**config.mk**
```make
export PLATFORM = sky130hd
export DESIGN_NAME = hds_front
export DESIGN_NICKNAME = d
export VERILOG_FILES = /design/src/rtl/heat_diffusion_stencil_step_defines.svh /design/src/rtl/hds_pkg.sv /design/src/rtl/hds_front.sv
export SDC_FILE = /design/constraint.sdc
export NUM_CORES = 1
export LEC_CHECK = 0
export ABC_AREA = 1
export BUFFER_PORTS_ARGS = -buffer_cell sky130_fd_sc_hd__buf_2
export CAP_MARGIN = 20
export CORE_UTILIZATION = 59
export CTS_CLUSTER_SIZE = 28
export DETAILED_ROUTE_END_ITERATION = 10
export PLACE_DENSITY_LB_ADDON = 0.15
export RECOVER_POWER = 100
export SLEW_MARGIN = 20
export SYNTH_ARGS = -nofsm -noshare
export SYNTH_HDL_FRONTEND = slang
export SYNTH_SLANG_ARGS = --single-unit
```
**constraint.sdc**
```tcl
create_clock -name clk_i -period 4.3 [get_ports clk_i]
set_input_delay 0 -clock clk_i [delete_from_list [all_inputs] [get_ports clk_i]]
set_output_delay 0 -clock clk_i [all_outputs]
set_load 0.005 [all_outputs]
```
**src/rtl/heat_diffusion_stencil_step_defines.svh**
```systemverilog
// ----------------------------------------------------------------------------
// Assertion macros for the heat diffusion stencil block
// Shared property forms, clocked on clk_i and disabled while rst_ni is low.
// ----------------------------------------------------------------------------
`ifndef HEAT_DIFFUSION_STENCIL_STEP_DEFINES_SVH
`define HEAT_DIFFUSION_STENCIL_STEP_DEFINES_SVH

// The consequent must hold in the same cycle as the antecedent.
`define HDS_ASSERT_NOW(lbl, ante, cons, msg) \
  lbl: assert property (@(posedge clk_i) disable iff (!rst_ni) (ante) |-> (cons)) \
    else $error(msg);

// The consequent must hold in the cycle after the antecedent.
`define HDS_ASSERT_NEXT(lbl, ante, cons, msg) \
  lbl: assert property (@(posedge clk_i) disable iff (!rst_ni) (ante) |=> (cons)) \
    else $error(msg);

`endif

```
**src/rtl/hds_pkg.sv**
```systemverilog
// ----------------------------------------------------------------------------
// hds_pkg: shared types and constants
// Register indexes, fixed field widths and the per-word classification flags.
// ----------------------------------------------------------------------------
package hds_pkg;

  // Fixed widths of the configuration fields.
  localparam int CFG_SIZE_W = 11;
  localparam int COEF_W     = 16;
  localparam int CFG_DATA_W = 16;
  localparam int CFG_IDX_W  = 2;

  // Largest grid size a size register can hold.
  localparam int CFG_SIZE_MAX = (1 << CFG_SIZE_W) - 1;

  // Grid size limits and reset values.
  localparam int GRID_MIN   = 3;
  localparam int GRID_RESET = 1024;

  // Coefficients are unsigned Q0.16.
  localparam int FRAC_BITS = 16;

  typedef enum logic [CFG_IDX_W-1:0] {
    REG_GRID_ROWS = 2'd0,
    REG_GRID_COLS = 2'd1,
    REG_COEF_X    = 2'd2,
    REG_COEF_Y    = 2'd3
  } hds_reg_e;

  // Classification of one arriving cell.
  typedef struct packed {
    logic has_prev;   // a result for the row above is due
    logic interior;   // that result is a stencil update, not a pass-through
    logic emit_last;  // the cell itself lies on the last row and is emitted
    logic frame_end;  // the cell is the final cell of the grid
  } hds_flags_t;

endpackage

```
**src/rtl/hds_front.sv**
```systemverilog
// ----------------------------------------------------------------------------
// hds_front: position tracking and classification
// Accepts cells, keeps the raster position and tags each word for the back end.
// ----------------------------------------------------------------------------
module hds_front import hds_pkg::*; #(
  parameter int ROW_W = 10,
  parameter int COL_W = 10
) (
  input  logic                  clk_i,
  input  logic                  rst_ni,
  input  logic                  in_valid_i,
  output logic                  in_ready_o,
  input  logic                  q_full_i,
  input  logic [CFG_SIZE_W-1:0] rows_i,
  input  logic [CFG_SIZE_W-1:0] cols_i,
  output logic                  push_o,
  output logic [ROW_W-1:0]      row_o,
  output logic [COL_W-1:0]      col_o,
  output hds_flags_t            flags_o
);

  logic [ROW_W-1:0] row_q, row_d;
  logic [COL_W-1:0] col_q, col_d;
  logic             wrap_c;
  logic [ROW_W:0]   row_pre;
  logic [ROW_W-1:0] cur_r;
  logic [COL_W-1:0] cur_c;
  logic             last_r, last_c;

  assign in_ready_o = !q_full_i;
  assign push_o     = in_valid_i && in_ready_o;

  // A size change between frames can leave the stored position outside the
  // grid; it wraps before the cell is placed.
  always_comb begin
    wrap_c  = int'(col_q) >= int'(cols_i);
    row_pre = wrap_c ? ({1'b0, row_q} + (ROW_W+1)'(1)) : {1'b0, row_q};
    cur_r   = (int'(row_pre) >= int'(rows_i)) ? '0 : row_pre[ROW_W-1:0];
    cur_c   = wrap_c ? '0 : col_q;
    last_r  = int'(cur_r) == int'(rows_i) - 1;
    last_c  = int'(cur_c) == int'(cols_i) - 1;
  end

  always_comb begin
    flags_o.has_prev  = cur_r != '0;
    flags_o.interior  = (cur_r != '0) && (cur_r != ROW_W'(1)) &&
                        (cur_c != '0) && !last_c;
    flags_o.emit_last = last_r;
    flags_o.frame_end = last_r && last_c;
  end

  assign row_o = cur_r;
  assign col_o = cur_c;

  always_comb begin
    row_d = row_q;
    col_d = col_q;
    if (push_o) begin
      if (last_c) begin
        col_d = '0;
        row_d = last_r ? '0 : cur_r + ROW_W'(1);
      end else begin
        col_d = cur_c + COL_W'(1);
        row_d = cur_r;
      end
    end
  end

  always_ff @(posedge clk_i or negedge rst_ni) begin
    if (!rst_ni) begin
      row_q <= '0;
      col_q <= '0;
    end else begin
      row_q <= row_d;
      col_q <= col_d;
    end
  end

endmodule

```
=== Word-level counts from Yosys, hierarchy flattened ===
Index checks and enable logic that the tools add are counted.

* Add/subtract/negate cells: 5
* $lt $le $gt $ge: 2
* Equal/unequal tests: 3
* Muxes and demuxes: 6
* Reductions and logical operators: 9

{| class="wikitable"
|+ Operator list
! cell !! count
|-
| $mux W10 || 5
|-
| $eq A11 B12 Y1 || 2
|-
| $sub A11 B1 Y12 const B || 2
|-
| $add A10 B1 Y10 const B || 2
|-
| $reduce_bool A10 Y1 || 2
|-
| $add A10 B1 Y11 const B || 1
|-
| $ge A10 B11 Y1 || 1
|-
| $ge A11 B11 Y1 || 1
|-
| $mux W11 || 1
|-
| $ne A10 B1 Y1 const B || 1
|-
| $logic_and A1 B1 Y1 || 5
|-
| $logic_not A1 Y1 || 2
|}

* Bits in registers: 20
* Input bits: 26
* Output and inout bits: 26
* Word-level logic and storage cells: 27

=== Longest topological paths before layout ===
* Word-level depth: 8
* Depth in mapped cells: 31
* Depth with buffers taken out: 30

=== Worst setup path after synthesis ===
No wires, ideal clock.

* Kind: register -> register
* Start: register col_q[6]
* End: register row_q[8]
* Setup time: 0.076 ns
* Data arrival time: 3.645 ns
* Required time: 4.224 ns
* Slack: 0.578 ns
* Cell stages (with the launch flop): 29
* Buffers on the path: 1
* Cells stage by stage: dfrtp_1 ha_1 nand2_1 nor2_1 nand3_1 nand2_2 inv_1 nand2_1 buf_2 nand2_1 nand2_1 inv_1 ha_1 nand2_1 a21oi_1 nor2_1 nand3_1 nor2_2 nand3_1 inv_1 ha_1 nand2_1 nor2_1 nand3_1 nor2_1 nand3_1 nand2_1 nand2_1 o21ai_1

* Word-level cells in the longest chain between the ends: 7
* Elaborated cells on any way between the ends: 10
* Those cells by class: 1 x add/sub; 2 x order compare; 2 x eq/ne; 5 x mux

{| class="wikitable"
|+ Ends and longest elaborated chain
! what !! RTL line !! source
|-
| start, declared || hds_front.sv:23 || <nowiki>logic [COL_W-1:0] col_q, col_d;</nowiki>
|-
| start signal, assigned || hds_front.sv:75 || <nowiki>col_q <= col_d;</nowiki>
|-
| $ge A10 B11 Y1 * || hds_front.sv:36 || <nowiki>wrap_c = int'(col_q) >= int'(cols_i);</nowiki>
|-
| $mux W11 * || hds_front.sv:37 || <nowiki>row_pre = wrap_c ? ({1'b0, row_q} + (ROW_W+1)'(1)) : {1'b0, row_q};</nowiki>
|-
| $ge A11 B11 Y1 || hds_front.sv:38 || <nowiki>cur_r = (int'(row_pre) >= int'(rows_i)) ? '0 : row_pre[ROW_W-1:0];</nowiki>
|-
| $mux W10 * || hds_front.sv:38 ||
|-
| named net row_o[1] || hds_front.sv:17 || <nowiki>output logic [ROW_W-1:0] row_o,</nowiki>
|-
| $add A10 B1 Y10 / $eq A11 B12 Y1 (equally long branches) || hds_front.sv:61, hds_front.sv:40 ||
|-
| $mux W10 * || hds_front.sv:61 || <nowiki>row_d = last_r ? '0 : cur_r + ROW_W'(1);</nowiki>
|-
| $mux W10 * || hds_front.sv:59 || <nowiki>if (last_c) begin</nowiki>
|-
| end signal, assigned || hds_front.sv:74 || <nowiki>row_q <= row_d;</nowiki>
|-
| end, declared || hds_front.sv:22 || <nowiki>logic [ROW_W-1:0] row_q, row_d;</nowiki>
|}

Mark *: on every way through the listed nets, which the timed path passes. The rest lies on a longest branch.
A chain may end at the register's enable or synchronous reset.

==> results.sh <==
export IMPL_run_status="finished, final reports clean"
export IMPL_dp_cells=737
export IMPL_clkLatencyLatePin_ns=0.26
export IMPL_ys_top_cells_by_area="nand2_1 26%, dfrtp_1 15%, inv_1 11%, ha_1 11%, nand3_1 9.2%"
export IMPL_end_kind="output pin"
export IMPL_setup_viol=0
export IMPL_final_antenna_net_count=0
export IMPL_die_area_mm2=0.00609
export IMPL_path_class="reg2out"
export IMPL_syn_inst=620
export IMPL_slew_violations=0
export IMPL_start_kind="register"
export IMPL_ys_seq_elements=20
export IMPL_slew_headroom_pct=27.4
export IMPL_gp_congestion=1.01
export IMPL_cts_clk_slew_worst_paths_ns=0.07
export IMPL_core_area_mm2=0.00554
export IMPL_synth_top_area_share_pct=25.7
export IMPL_design_area_mm2=0.00396
export IMPL_vias=4188
export IMPL_area_growth_pct=16.1
export IMPL_synth_area_leader_cell="nand2_1"
export IMPL_ys_flop_type="dfrtp_1"
export IMPL_drt_wl_total_um=10400
export IMPL_synth_most_common_cell="nand2_1"
export IMPL_p_leak_nw=2.43
export IMPL_cts_buffer_depth=2
export IMPL_cts_htree_levels=1
export IMPL_ir_drop_uv=262
export IMPL_p_seq_share_pct=25.7
export IMPL_drt_iter0_markers=507
export IMPL_ys_types=34
export IMPL_grt_pass1_vias=3612
export IMPL_num_io_pins=52
export IMPL_max_cap_violations=0
export IMPL_fin_skew_ns=0.000949
export IMPL_die_height_um=78.0
export IMPL_ff2ff_path_depth=27
export IMPL_avgSynthCellArea_um2=5.50
export IMPL_period_needed_ns=4.07
export IMPL_r2r_end="row_q[8]"
export IMPL_cts_root_buf="clkbuf_8"
export IMPL_fin_cells=752
export IMPL_required_ns=4.30
export IMPL_die_w_um=78.0
export IMPL_antenna_found_initial=0
export IMPL_synth_edf_count=0
export IMPL_cp_data_arrival_time_ns=4.07
export IMPL_holdPathStages=3
export IMPL_max_freq_mhz=246
export IMPL_grt_max_degree=21
export IMPL_yosysWarnings=0
export IMPL_nets=736
export IMPL_hold_class="in2out"
export IMPL_finalHoldViolations=0
export IMPL_io_buffer_count=51
export IMPL_dpl_cell_area_mm2=0.00372
export IMPL_drive_above_1_share_pct=16.3
export IMPL_hp_start="q_full_i"
export IMPL_cts_made_buffers=3
export IMPL_final_period_utilization_pct=94.7
export IMPL_netlist_area_mm2=0.00341
export IMPL_r2r_start="col_q[9]"
export IMPL_first_pass_iters=5
export IMPL_initial_core_util_pct=61.5
export IMPL_swShare_pct=49.7
export IMPL_final_util_pct=71.5
export IMPL_clock_sinks=20
export IMPL_grt_pass1_wl_um=16400
export IMPL_synthTopCellsByCount="233 x nand2_1, 102 x inv_1, 63 x nand3_1, 60 x nor2_1, 29 x ha_1"
export IMPL_dpl_hpwl_um=8030
export IMPL_r2r_setup_slack_ns=0.26
export IMPL_yosysSeqAreaShare_pct=14.7
export IMPL_worstHoldEndpoint="in_ready_o"
export IMPL_drc=0
export IMPL_via_per_inst=5.57
export IMPL_p_switching_w=0.000555
export IMPL_grt_util_all_layers_pct=33.7
export IMPL_clkPwrFrac_pct=13.0
export IMPL_crit_path_max_fanout=8
export IMPL_detail_route_wl_per_cell_um=13.8
export IMPL_syn_nets=675
export IMPL_globalRouteOverflowTotal=0
export IMPL_num_antenna_cells=0
export IMPL_internal_power_w=0.000562
export IMPL_max_slew_worst_pin_slew_ns=1.09
export IMPL_p_comb_share_pct=61.3
export IMPL_row_count=27
export IMPL_synthArstFlopShare_pct=100
export IMPL_p_per_area_mw_per_mm2=282
export IMPL_cts_tree="built"
[worst max path at each step]
stage	from	to	slack [ns]	cells past startpoint
global route	col_q[8]	row_q[8]	-0.08	27
detailed placement	col_q[6]	row_q[8]	0.17	26
global placement	col_q[6]	row_q[5]	0.30	26
finish	col_q[9]	flags_o[1]	0.23	26
floorplan	col_q[6]	row_q[8]	0.58	28
CTS	col_q[6]	flags_o[2]	0.00002	24
[cell usage in the layout, fill, tap and decap left out, drive strengths merged, types with 7 or more instances in the layout]
cell	count
nor2	67
ha	29
nand2	242
a21oi	8
nand3	64
nor3	7
nand4	14
o21ai	18
inv	107
xor2	19
clkbuf	8
buf	59
dfrtp	20
[flip-flops by register name, summed over array words and instances (netlist names)]
name and flops:
col_q 10, row_q 10
[logic make-up (layout without fill, tap and decap cells)]
logic type	after synthesis	in the layout	share of synthesized area, %
simple gates	397	399	49.7
buf+inv	119	177	13.9
compound gates	33	33	5.50
fa+ha+maj	29	29	10.6
xor+xnor	22	22	5.65
flops	20	20	14.7
[final cells by class]
class / count / area, um2
Multi-Input combinational cell: 483 / 2540
Fill cell: 515 / 1580
Sequential cell: 20 / 502
Inverter: 109 / 413
Timing Repair Buffer: 64 / 358
Tap cell: 72 / 90.1
Clock buffer: 4 / 55.1
[timing repair]
| action | CTS | global route |
|---|---|---|
| endpoints found under the setup margin | 0 | 14 |
| setup buffers | 0 | 7 |
| hold buffers | 1 | 0 |
| gates resized for setup | 0 | 26 |
| hold endpoints to repair | 20 | 0 |
[power groups by stage]
stage	Clock (W)	Sequential [W]	Combinational (W)
2_1_floorplan	0	0.000262	0.000441
3_3_place_gp	0	0.000285	0.000624
3_5_place_dp	0	0.000286	0.000635
4_1_cts	0.000146	0.000281	0.000642
5_1_grt	0.000151	0.000291	0.000774
6_report	0.000145	0.000287	0.000685
[metal layers]
layer	GRT usage (%)	up-vias	share of wire, %
li1	-	2048	-
met1	49.2	1870	44
met2	52.0	239	43
met3	2.79	31	10
met4	11.1	0	2.5
met5	0	-	0
[worst max-delay path: stages (launching register included)]
cell	delay, ns
dfrtp_1	0.44
ha_1	0.35
inv_1	0.05
nor2_1	0.15
nand2_1	0.11
nor2_1	0.10
nand2_1	0.07
nand2_2	0.13
nor2_4	0.08
buf_4	0.14
nand2_1	0.05
nand2_1	0.14
ha_1	0.34
nand2_1	0.05
nor2_1	0.12
nand2_1	0.09
a21oi_2	0.18
nor2_4	0.07
buf_4	0.14
buf_2	0.17
nand4_1	0.10
nand2_1	0.05
nor2_1	0.18
nand3_2	0.12
nor2_4	0.14
clkbuf_4	0.15
buf_2	0.10
[metrics by stage]
stage | power, W | hold slack, ns | setup slack [ns] | setup TNS, ns
after floorplan | 0.000703 | -0.296 | 0.578 | 0
after global placement | 0.000909 | -0.0268 | 0.295 | 0
after detailed placement | 0.000920 | -0.0267 | 0.165 | 0
after CTS | 0.00107 | 0.228 | 0.0000151 | 0
after global routing | 0.00122 | 0.228 | -0.0767 | -0.327
final | 0.00112 | 0.207 | 0.228 | 0
(Power assumes the default switching activity.)
