**config.mk**
```make
export PLATFORM = sky130hd
export DESIGN_NAME = hds_fifo
export DESIGN_NICKNAME = d
export VERILOG_FILES = /design/src/rtl/heat_diffusion_stencil_step_defines.svh /design/src/rtl/hds_fifo.sv
export SDC_FILE = /design/constraint.sdc
export NUM_CORES = 1
export LEC_CHECK = 0
export ABC_AREA = 1
export BUFFER_PORTS_ARGS = -buffer_cell sky130_fd_sc_hd__buf_2
export CORE_MARGIN = 5
export CORE_UTILIZATION = 45
export CTS_CLUSTER_DIAMETER = 30
export DETAILED_ROUTE_END_ITERATION = 6
export PLACE_DENSITY_LB_ADDON = 0.3
export SETUP_SLACK_MARGIN = 0.5
export SLEW_MARGIN = 10
export SYNTH_ARGS = -nofsm -noshare
export SYNTH_HDL_FRONTEND = slang
export SYNTH_SLANG_ARGS = --single-unit
```
**constraint.sdc**
```tcl
create_clock -name clk_i -period 1.85 [get_ports clk_i]
set_input_delay 0 -clock clk_i [delete_from_list [all_inputs] [get_ports clk_i]]
set_output_delay 0 -clock clk_i [all_outputs]
set_load 0.02 [all_outputs]
```
**src/rtl/heat_diffusion_stencil_step_defines.svh**
```systemverilog
// ----------------------------------------------------------------------------
// Assertion macros for the heat diffusion stencil block
// Shared property forms, clocked on clk_i and disabled while rst_ni is low.
// ----------------------------------------------------------------------------
`ifndef HEAT_DIFFUSION_STENCIL_STEP_DEFINES_SVH
`define HEAT_DIFFUSION_STENCIL_STEP_DEFINES_SVH

// The consequent must hold in the same cycle as the antecedent.
`define HDS_ASSERT_NOW(lbl, ante, cons, msg) \
  lbl: assert property (@(posedge clk_i) disable iff (!rst_ni) (ante) |-> (cons)) \
    else $error(msg);

// The consequent must hold in the cycle after the antecedent.
`define HDS_ASSERT_NEXT(lbl, ante, cons, msg) \
  lbl: assert property (@(posedge clk_i) disable iff (!rst_ni) (ante) |=> (cons)) \
    else $error(msg);

`endif

```
**src/rtl/hds_fifo.sv**
```systemverilog
// ----------------------------------------------------------------------------
// hds_fifo: two-entry queue
// Show-ahead queue that lets the front and the back end stall independently.
// ----------------------------------------------------------------------------
module hds_fifo #(
  parameter int WIDTH = 8
) (
  input  logic             clk_i,
  input  logic             rst_ni,
  input  logic             push_i,
  input  logic [WIDTH-1:0] data_i,
  output logic             full_o,
  input  logic             pop_i,
  output logic [WIDTH-1:0] data_o,
  output logic             valid_o
);

  logic [WIDTH-1:0] ent_q [2];
  logic             wr_q, rd_q;
  logic [1:0]       cnt_q;
  logic             do_push, do_pop;

  assign full_o  = cnt_q == 2'd2;
  assign valid_o = cnt_q != 2'd0;
  assign data_o  = ent_q[rd_q];
  assign do_push = push_i && !full_o;
  assign do_pop  = pop_i && valid_o;

  always_ff @(posedge clk_i) begin
    if (do_push) begin
      ent_q[wr_q] <= data_i;
    end
  end

  always_ff @(posedge clk_i or negedge rst_ni) begin
    if (!rst_ni) begin
      wr_q  <= 1'b0;
      rd_q  <= 1'b0;
      cnt_q <= 2'd0;
    end else begin
      if (do_push) begin
        wr_q <= !wr_q;
      end
      if (do_pop) begin
        rd_q <= !rd_q;
      end
      if (do_push && !do_pop) begin
        cnt_q <= cnt_q + 2'd1;
      end else if (do_pop && !do_push) begin
        cnt_q <= cnt_q - 2'd1;
      end
    end
  end

endmodule

```
# Yosys cells after proc, flatten, opt, wreduce, memory -nomap -nowiden
# Memories as Yosys holds them, arrays and structs flattened.
# Cells that the tools add are included.
# totals
ff_bits	4
mem_bits_rw	16
out_inout_bits	10
memories	1
# op_classes
add_sub_neg	2
n_eq_ne	1
n_mux	4
reduce_logical	11
# mem_list
name	depth	width	read_ports	rd_clocked_by_memory_dff	wr	line	text
ent_q	2	8	1	0	1	hds_fifo.sv:18	logic [WIDTH-1:0] ent_q [2];
# op_table
cell	count
1-bit zero test	5
1-bit logical AND	4
2-bit 2-to-1 mux	2
2-bit nonzero test	2
2-bit by 1-bit adder with 2-bit output, second input constant	1
2-bit equality test, second input constant	1
1-bit 2-to-1 mux	2
2-bit by 1-bit subtractor with 2-bit output, second input constant	1

# Depth between registers and ports, before layout
# Gate-level depths: netlist of run 1.
# depth
depth_word	7
mapped_depth	9

# Least setup slack after synthesis of run 1
# No wires, ideal clock.
# synth_path
kind	reg-to-reg
startpoint	register cnt_q[0]
endpoint	register cnt_q[1]
setup_time_ps	117
t_arrival_ps	1295
required_ps	1733
slack_ps	438
stages_incl_launch_ff	8
period_less_slack_ps	1412
cell_sequence	dfrtp_1 > nor2_2 > nor2_4 > ha_1 > inv_1 > nand3_1 > nand2_1 > nand2_1
# synth_between
elab_chain_len	6
elab_cells_between_ends	14
# synth_lines
element	line	text
start, declared	hds_fifo.sv:20	logic [1:0] cnt_q;
start signal, assigned	hds_fifo.sv:48	cnt_q <= cnt_q + 2'd1;
start signal, assigned	hds_fifo.sv:50	cnt_q <= cnt_q - 2'd1;
2-bit equality test (*)	hds_fifo.sv:23	assign full_o = cnt_q == 2'd2;
via full_o	hds_fifo.sv:12	output logic full_o,
1-bit zero test (*)	hds_fifo.sv:26	assign do_push = push_i && !full_o;
1-bit logical AND (*)	hds_fifo.sv:26	
1-bit zero test	hds_fifo.sv:49	end else if (do_pop && !do_push) begin
1-bit logical AND	hds_fifo.sv:49	
2-bit nonzero test (no line)	n/a	
# The timed path passes the listed nets; every way through them passes the cells marked *. The select of a mux whose other input is x is not followed.
# A chain may end at the register's enable or synchronous reset.

# Worst setup path in the final report of run 1
# layout_path
startpoint	register cnt_q[1]
endpoint	register cnt_q[1]
# layout_between
elab_chain_len	6
elab_cells_between_ends	14
# layout_lines
element	line
2-bit equality test	hds_fifo.sv:23
1-bit zero test	hds_fifo.sv:26
1-bit logical AND	hds_fifo.sv:26
1-bit zero test	hds_fifo.sv:49
1-bit logical AND	hds_fifo.sv:49
2-bit nonzero test (no line)	n/a
# Several ways; a longest one is shown, not always the timed one. The select of a mux whose other input is x is not followed.

==> flow_summary.ini, run 1 <==
[setup_path]
path_buf_inv = 2
r2r-end = cnt_q[1]$_DFFE_PN0P_
reg2regPathDepth = 8
cpMaxStageDelayCell = dfrtp_1
critical_path_arrival_ps = 1450
cpPeakStageDelay_ps = 400
cp-start-kind = flip-flop
critical-path-top-delay-family = flip-flops
end_kind = flip-flop
required_ps = 2040
path_class = reg -> reg
reg2reg_slack_ps = 590
crit_chain = inv_2 -> nor2_4 -> nor2_4 -> ha_4 -> inv_1 -> nand3_1 -> nand2_1 -> nand2_1
critPathMaxFanout = 4
r2r-start = cnt_q[1]$_DFFE_PN0P_

[synth]
netlist_instances = 73
synth_edf_count = 16
synthesis.nets = 86
synthFlopType = edfxtp_1
synth.avg_cell_area_um2 = 11.21
ys_warn_count = 0
synth.distinct_cells = 15
syn_area_um2 = 818.3
ys_seq_area_frac = 0.7095
ys_async_sr_fraction = 0.2000
ys_ff_latch = 20

[min_path]
hp-class = in -> async

[final_layout]
nets = 123
final_common_cell = nand2_1
final_cell_mix = nand2_1 (32), buf_2 (21), edfxtp_1 (16), dlygate4sd3_1 (10), inv_1 (4)
multi_input_area_um2 = 220.2
final-seq-area_um2 = 583.1
syn_to_final_growth_pct = 36.54
fillers = 144
finish.utilization = 0.6471
antennaDiodeCount = 0
final_layout_size_suffix_gt1_frac = 0.3486

[timing]
setup_viol = 0
fmax_mhz = 791.5
finClkSkew_ps = 1.179
hold_viol = 0
worstMarginPinSlew_ps = 291.6
layout_worst_path_cycle_share = 0.6829
finalSetupTns_ps = 0
rsz0062_at_grt = false
post-route-min-period_ps = 1263
slew_viol_final = 0
slew_headroom = 0.8035

[drt]
ant_nets = 0
vias_per_cell = 4.448
firstDrtPassIters = 4
drc = 0
vias = 596
drt-total-wl_mm = 1.603
post_drt_wl_per_cell_um = 11.96
drtIter0Drc = 7

[outcome]
status = finished clean

[die]
coreArea_mm2 = 0.001727
die_x_um = 52.64
rows = 15
dieArea_mm2 = 0.002771
start_util = 0.4739
pin_count = 22
die_y_um = 52.64

[global_routing]
first_global_vias = 608
overflow = 0
grt_max_degree = 12
track_usage = 0.1351
antenna_found_initial = 0
grt_first_pass_wirelength_mm = 2.656

[job]
cap_violations = 0

[clocking]
cts-root-buf = clkbuf_4
cts_tree = done
cts.sinks = 20
insertion_delay_ps = 290
cts_buffer_depth = 2
cts_made_buffers = 3
cts_max_level = 1
clk_pin_slew_worst_paths_ps = 100

[placed_design]
dp_hpwl_mm = 1.091
port_buffers = 21
gp_congestion = 0.6782

[pwr]
vdd_drop_max_mv = 0.8145
p_leak_nw = 0.5036
p_per_area_mw_per_mm2 = 1485
routing by layer:
layer  up-vias  track usage  wire [um]
met4         0      0.05106          0
met3         0      0.02564         59
met5         -            0          0
li1        310            -          -
met1       271       0.1557        664
met2        15       0.2438        879
worst max path at each step:
stage	startpoint	to	slack [ps]	cells past startpoint
floorplan	cnt_q[1]$_DFFE_PN0P_	ent_q[1][0]$_DFFE_PP_	490	3
global placement	cnt_q[0]$_DFFE_PN0P_	cnt_q[1]$_DFFE_PN0P_	520	8
detailed placement	cnt_q[0]$_DFFE_PN0P_	cnt_q[1]$_DFFE_PN0P_	450	8
CTS	cnt_q[1]$_DFFE_PN0P_	cnt_q[1]$_DFFE_PN0P_	490	8
global route	cnt_q[1]$_DFFE_PN0P_	cnt_q[1]$_DFFE_PN0P_	520	8
finish	cnt_q[1]$_DFFE_PN0P_	cnt_q[1]$_DFFE_PN0P_	590	8
metrics by stage:
step	worst slack, ps	std cells	instance area (um^2)	power (mW)	hold slack (ps)
floorplan	485.2	73	823.3	1.175	-295.6
global placement	517.1	119	962.2	1.369	-188.3
detailed placement	449.2	119	962.2	1.400	-188.1
CTS	487.4	133	1094	1.628	26.18
global route	520.8	134	1117	1.782	74.74
finish	586.6	134	1117	1.659	49.25
logic make-up (layout without fill, tap and decap cells):
logic type | count (synthesis) | after routing | synth area share
AND/OR/NAND/NOR | 41 | 41 | 0.2156
flip-flops | 20 | 20 | 0.7095
buffers and inverters | 9 | 45 | 0.04281
adder cells (fa/ha/maj) | 1 | 1 | 0.01529
AO/OA/AOI/OAI | 1 | 1 | 0.006110
XOR/XNOR | 1 | 1 | 0.01071
what timing repair did:
action / in CTS / in global routing
setup endpoints to repair: 9 / 11
buffers inserted: 0 / 1
endpoints found under the hold margin: 21 / 0
gates resized for setup: 2 / 4
hold buffers: 10 / 0
worst register-to-register path, stage by stage (launching register included):
cell and delay [ps]:
dfrtp_1 400, inv_2 110, nor2_4 50, nor2_4 130, ha_4 230, inv_1 70
nand3_1 80, nand2_1 60, nand2_1 50
power breakdown:
part,switching [mW],internal [mW],total [mW]
clock network,0.121,0.0838,0.205
logic,0.468,0.267,0.735
registers,0.0891,0.629,0.719
area by class of cell:
cell class / instances / area share
clock buffer: 4 / 0.02352
inverter: 8 / 0.03247
multi-input combinational: 44 / 0.1971
sequential: 20 / 0.5218
tap: 25 / 0.02800
timing repair buffer: 33 / 0.1971
cells in the mapped netlist (2+ instances only):
| library cell | count | area, um^2 |
|---|---|---|
| inv_1 | 6 | 22.52 |
| inv_2 | 2 | 7.510 |
| edfxtp_1 | 16 | 480.5 |
| nand3_1 | 2 | 10.01 |
| nand2_1 | 32 | 120.1 |
| dfrtp_1 | 4 | 100.1 |
| nand2_2 | 3 | 18.77 |
registers in the layout (all words and copies together) (netlist names):
name   flops
wr_q       1
ent_q     16
cnt_q      2
rd_q       1
(Power assumes the default switching activity.)
==> run 2, diff against run 1 <==
--- a/config.mk
+++ b/config.mk
@@ -5,7 +5,7 @@
 export SDC_FILE = /design/constraint.sdc
 export NUM_CORES = 1
 export LEC_CHECK = 0
-export ABC_AREA = 1
+export ABC_AREA = 0
 export BUFFER_PORTS_ARGS = -buffer_cell sky130_fd_sc_hd__buf_2
 export CORE_MARGIN = 5
 export CORE_UTILIZATION = 45
==> constraint.sdc (replaced) <==
create_clock -name clk_i -period 1.25 [get_ports clk_i]
set_input_delay 0 -clock clk_i [delete_from_list [all_inputs] [get_ports clk_i]]
set_output_delay 0 -clock clk_i [all_outputs]
set_load 0.02 [all_outputs]
==> run 2 against run 1 <==
Net effect: the flow now finishes with violations (setup timing); synthesized area decreased by 4.3%; largest cell class unchanged; synthesized cell count decreased by 40%; fmax decreased by 9.7%; power increased by 99%; first-iteration DRC count increased by 43%; wire length decreased by 4.1%; flip-flop and latch count unchanged; global-route usage about the same; design area increased by 19%; worst hold slack got worse by 4.7 ps.
==> flow_summary.ini, run 2 <==
[global_routing]
track_usage = 0.1349
grt_first_pass_wirelength_mm = 2.497
overflow = 0
grt_max_degree = 13
first_global_vias = 517
antenna_found_initial = 0

[synth]
syn_area_um2 = 783.3
synth.most_common_cell = edfxtp_1
yosys-top-cells-area = edfxtp_1 (61%), dfrtp_1 (13%), mux2_1 (12%)
ys_async_sr_fraction = 0.2000
synth.avg_cell_area_um2 = 17.80
synthesis.nets = 57
ys_seq_area_frac = 0.7412
synth_common_cells = edfxtp_1 (16), mux2_1 (8), dfrtp_1 (4)
ys_ff_latch = 20
netlist_instances = 44
yosysTopAreaCellShare = 0.6134
ys_warn_count = 0
synth_top_area_cell = edfxtp_1
synth.distinct_cells = 14
synth_edf_count = 16
synthFlopType = edfxtp_1

[setup_path]
path_class = reg -> reg
critical_path_arrival_ps = 1600
critPathMaxFanout = 3
reg2reg_slack_ps = -150
end_kind = flip-flop
required_ps = 1450
cp-start-kind = flip-flop

[pwr]
vdd_drop_max_mv = 1.561
internal-power_mw = 2.282
clkPwrFrac = 0.157
p_sw_mw = 1.010
netSwitchingFraction = 0.3068
power_frac_comb = 0.527
seqPwrFrac = 0.316
p_leak_nw = 0.5795
power_mw = 3.293
p_per_area_mw_per_mm2 = 2476

[outcome]
violations = setup timing
status = complete, but fails checks

[timing]
setup_viol = 18
worstMarginPinSlew_ps = 187.0
post-route-min-period_ps = 1399
slew_viol_final = 0
layout_worst_path_cycle_share = 1.119
hold_viol = 0
finalSetupTns_ps = -1669
setup_ws_ps = -149.2
slew_headroom = 0.8754
fmax_mhz = 714.7
finClkSkew_ps = 8.167
whs_ps = 44.56
rsz0062_at_grt = true

[die]
rows = 15
coreArea_mm2 = 0.001689
start_util = 0.4637
pin_count = 22
die_x_um = 51.72
dieArea_mm2 = 0.002675
die_y_um = 51.72

[clocking]
cts-root-buf = clkbuf_4
cts.sinks = 20
cts_buffer_depth = 2
cts_max_level = 1
clk_pin_slew_worst_paths_ps = 110
cts_made_buffers = 3
cts_tree = done
insertion_delay_ps = 300

[placed_design]
port_buffers = 21
dp_hpwl_um = 879.7
place_ws_ps = -72.87
gp_congestion = 0.7309

[drt]
drtIter0Drc = 10
ant_nets = 0
vias_per_cell = 4.787
drt-total-wl_mm = 1.537
firstDrtPassIters = 2
post_drt_wl_per_cell_um = 14.23
drc = 0
vias = 517

[final_layout]
final_cell_mix = buf_6 (17), edfxtp_1 (16), buf_2 (11), dlygate4sd3_1 (9), mux2_4 (8)
antennaDiodeCount = 0
regMostFlops = ent_q
reg.largest.list = ent_q (16), cnt_q (2)
final_layout_size_suffix_gt1_frac = 0.6593
syn_to_final_growth_pct = 69.81
largest_reg_flops = 16
final_common_cell = buf_6
nets = 105

[min_path]
hp-class = in -> async

[job]
cap_violations = 0
run 2: cells by family after synthesis:
logic type / count (synthesis) / synth area share
xor+xnor: 5 / 0.05592
fa+ha+maj: 1 / 0.01597
buf+inv: 3 / 0.01597
flops: 20 / 0.7412
mux: 8 / 0.1150
simple gates: 7 / 0.05592
run 2: timing repair:
action,4_1_cts,5_1_grt
endpoints found under the hold margin,20,0
hold buffers,9,0
endpoints found under the setup margin,30,30
gates resized for setup,33,4
setup buffers,6,1
pin swaps,5,3
run 2: through the flow:
step           utilization  area [um^2]  std cells
3_3_place_gp        0.5970         1008         88
4_1_cts             0.7741         1308        107
3_5_place_dp        0.5970         1008         88
6_report            0.7874         1330        108
5_1_grt             0.7874         1330        108
2_1_floorplan            -        840.8         44
run 2: power by group through the flow:
stage	registers [mW]	logic, mW	clock network [mW]
4_1_cts	1.04	1.67	0.524
3_3_place_gp	1.08	1.09	0
2_1_floorplan	1.01	0.843	0
3_5_place_dp	1.09	1.11	0
6_report	1.04	1.74	0.517
5_1_grt	1.06	1.84	0.549
run 2: worst paths after layout:
check                                       endpoint                 start  depth (start not counted)
worst max register to register  cnt_q[1]$_DFFE_PN0P_  cnt_q[1]$_DFFE_PN0P_                          6
worst min register to register      wr_q$_DFFE_PN0N_      wr_q$_DFFE_PN0N_                          1
max in group asynchronous           rd_q$_DFFE_PN0P_                rst_ni                          2
worst max-delay path            cnt_q[1]$_DFFE_PN0P_  cnt_q[1]$_DFFE_PN0P_                          6
min in group clk_i              cnt_q[0]$_DFFE_PN0P_                 pop_i                          4
worst min-delay path            cnt_q[1]$_DFFE_PN0P_                rst_ni                          2
run 2: per-layer routing:
metal | vias up | track usage | wire length [um] | part of all wire
li1 | 250 | - | - | -
met1 | 248 | 0.1525 | 634 | 0.41
met2 | 16 | 0.2394 | 815 | 0.53
met3 | 3 | 0.04585 | 73 | 0.047
met4 | 0 | 0.03930 | 14 | 0.0091
met5 | - | 0 | 0 | 0
run 2: area by class of cell:
| cell class | instances | area (um^2) |
|---|---|---|
| flip-flops and latches | 20 | 581.8 |
| repair buffers | 44 | 389.1 |
| fillers | 95 | 359.1 |
| multi-input cells | 21 | 277.8 |
| clock inverters | 1 | 30.03 |
| clock buffers | 3 | 22.52 |
| well taps | 17 | 21.27 |
| inverters | 2 | 7.507 |
run 2: worst max-delay path, stage by stage (launching register included):
cell	delay, ps
dfrtp_1	450
or2_4	270
nand2_4	70
ha_4	140
xor2_2	150
nor2_2	70
xor2_1	160
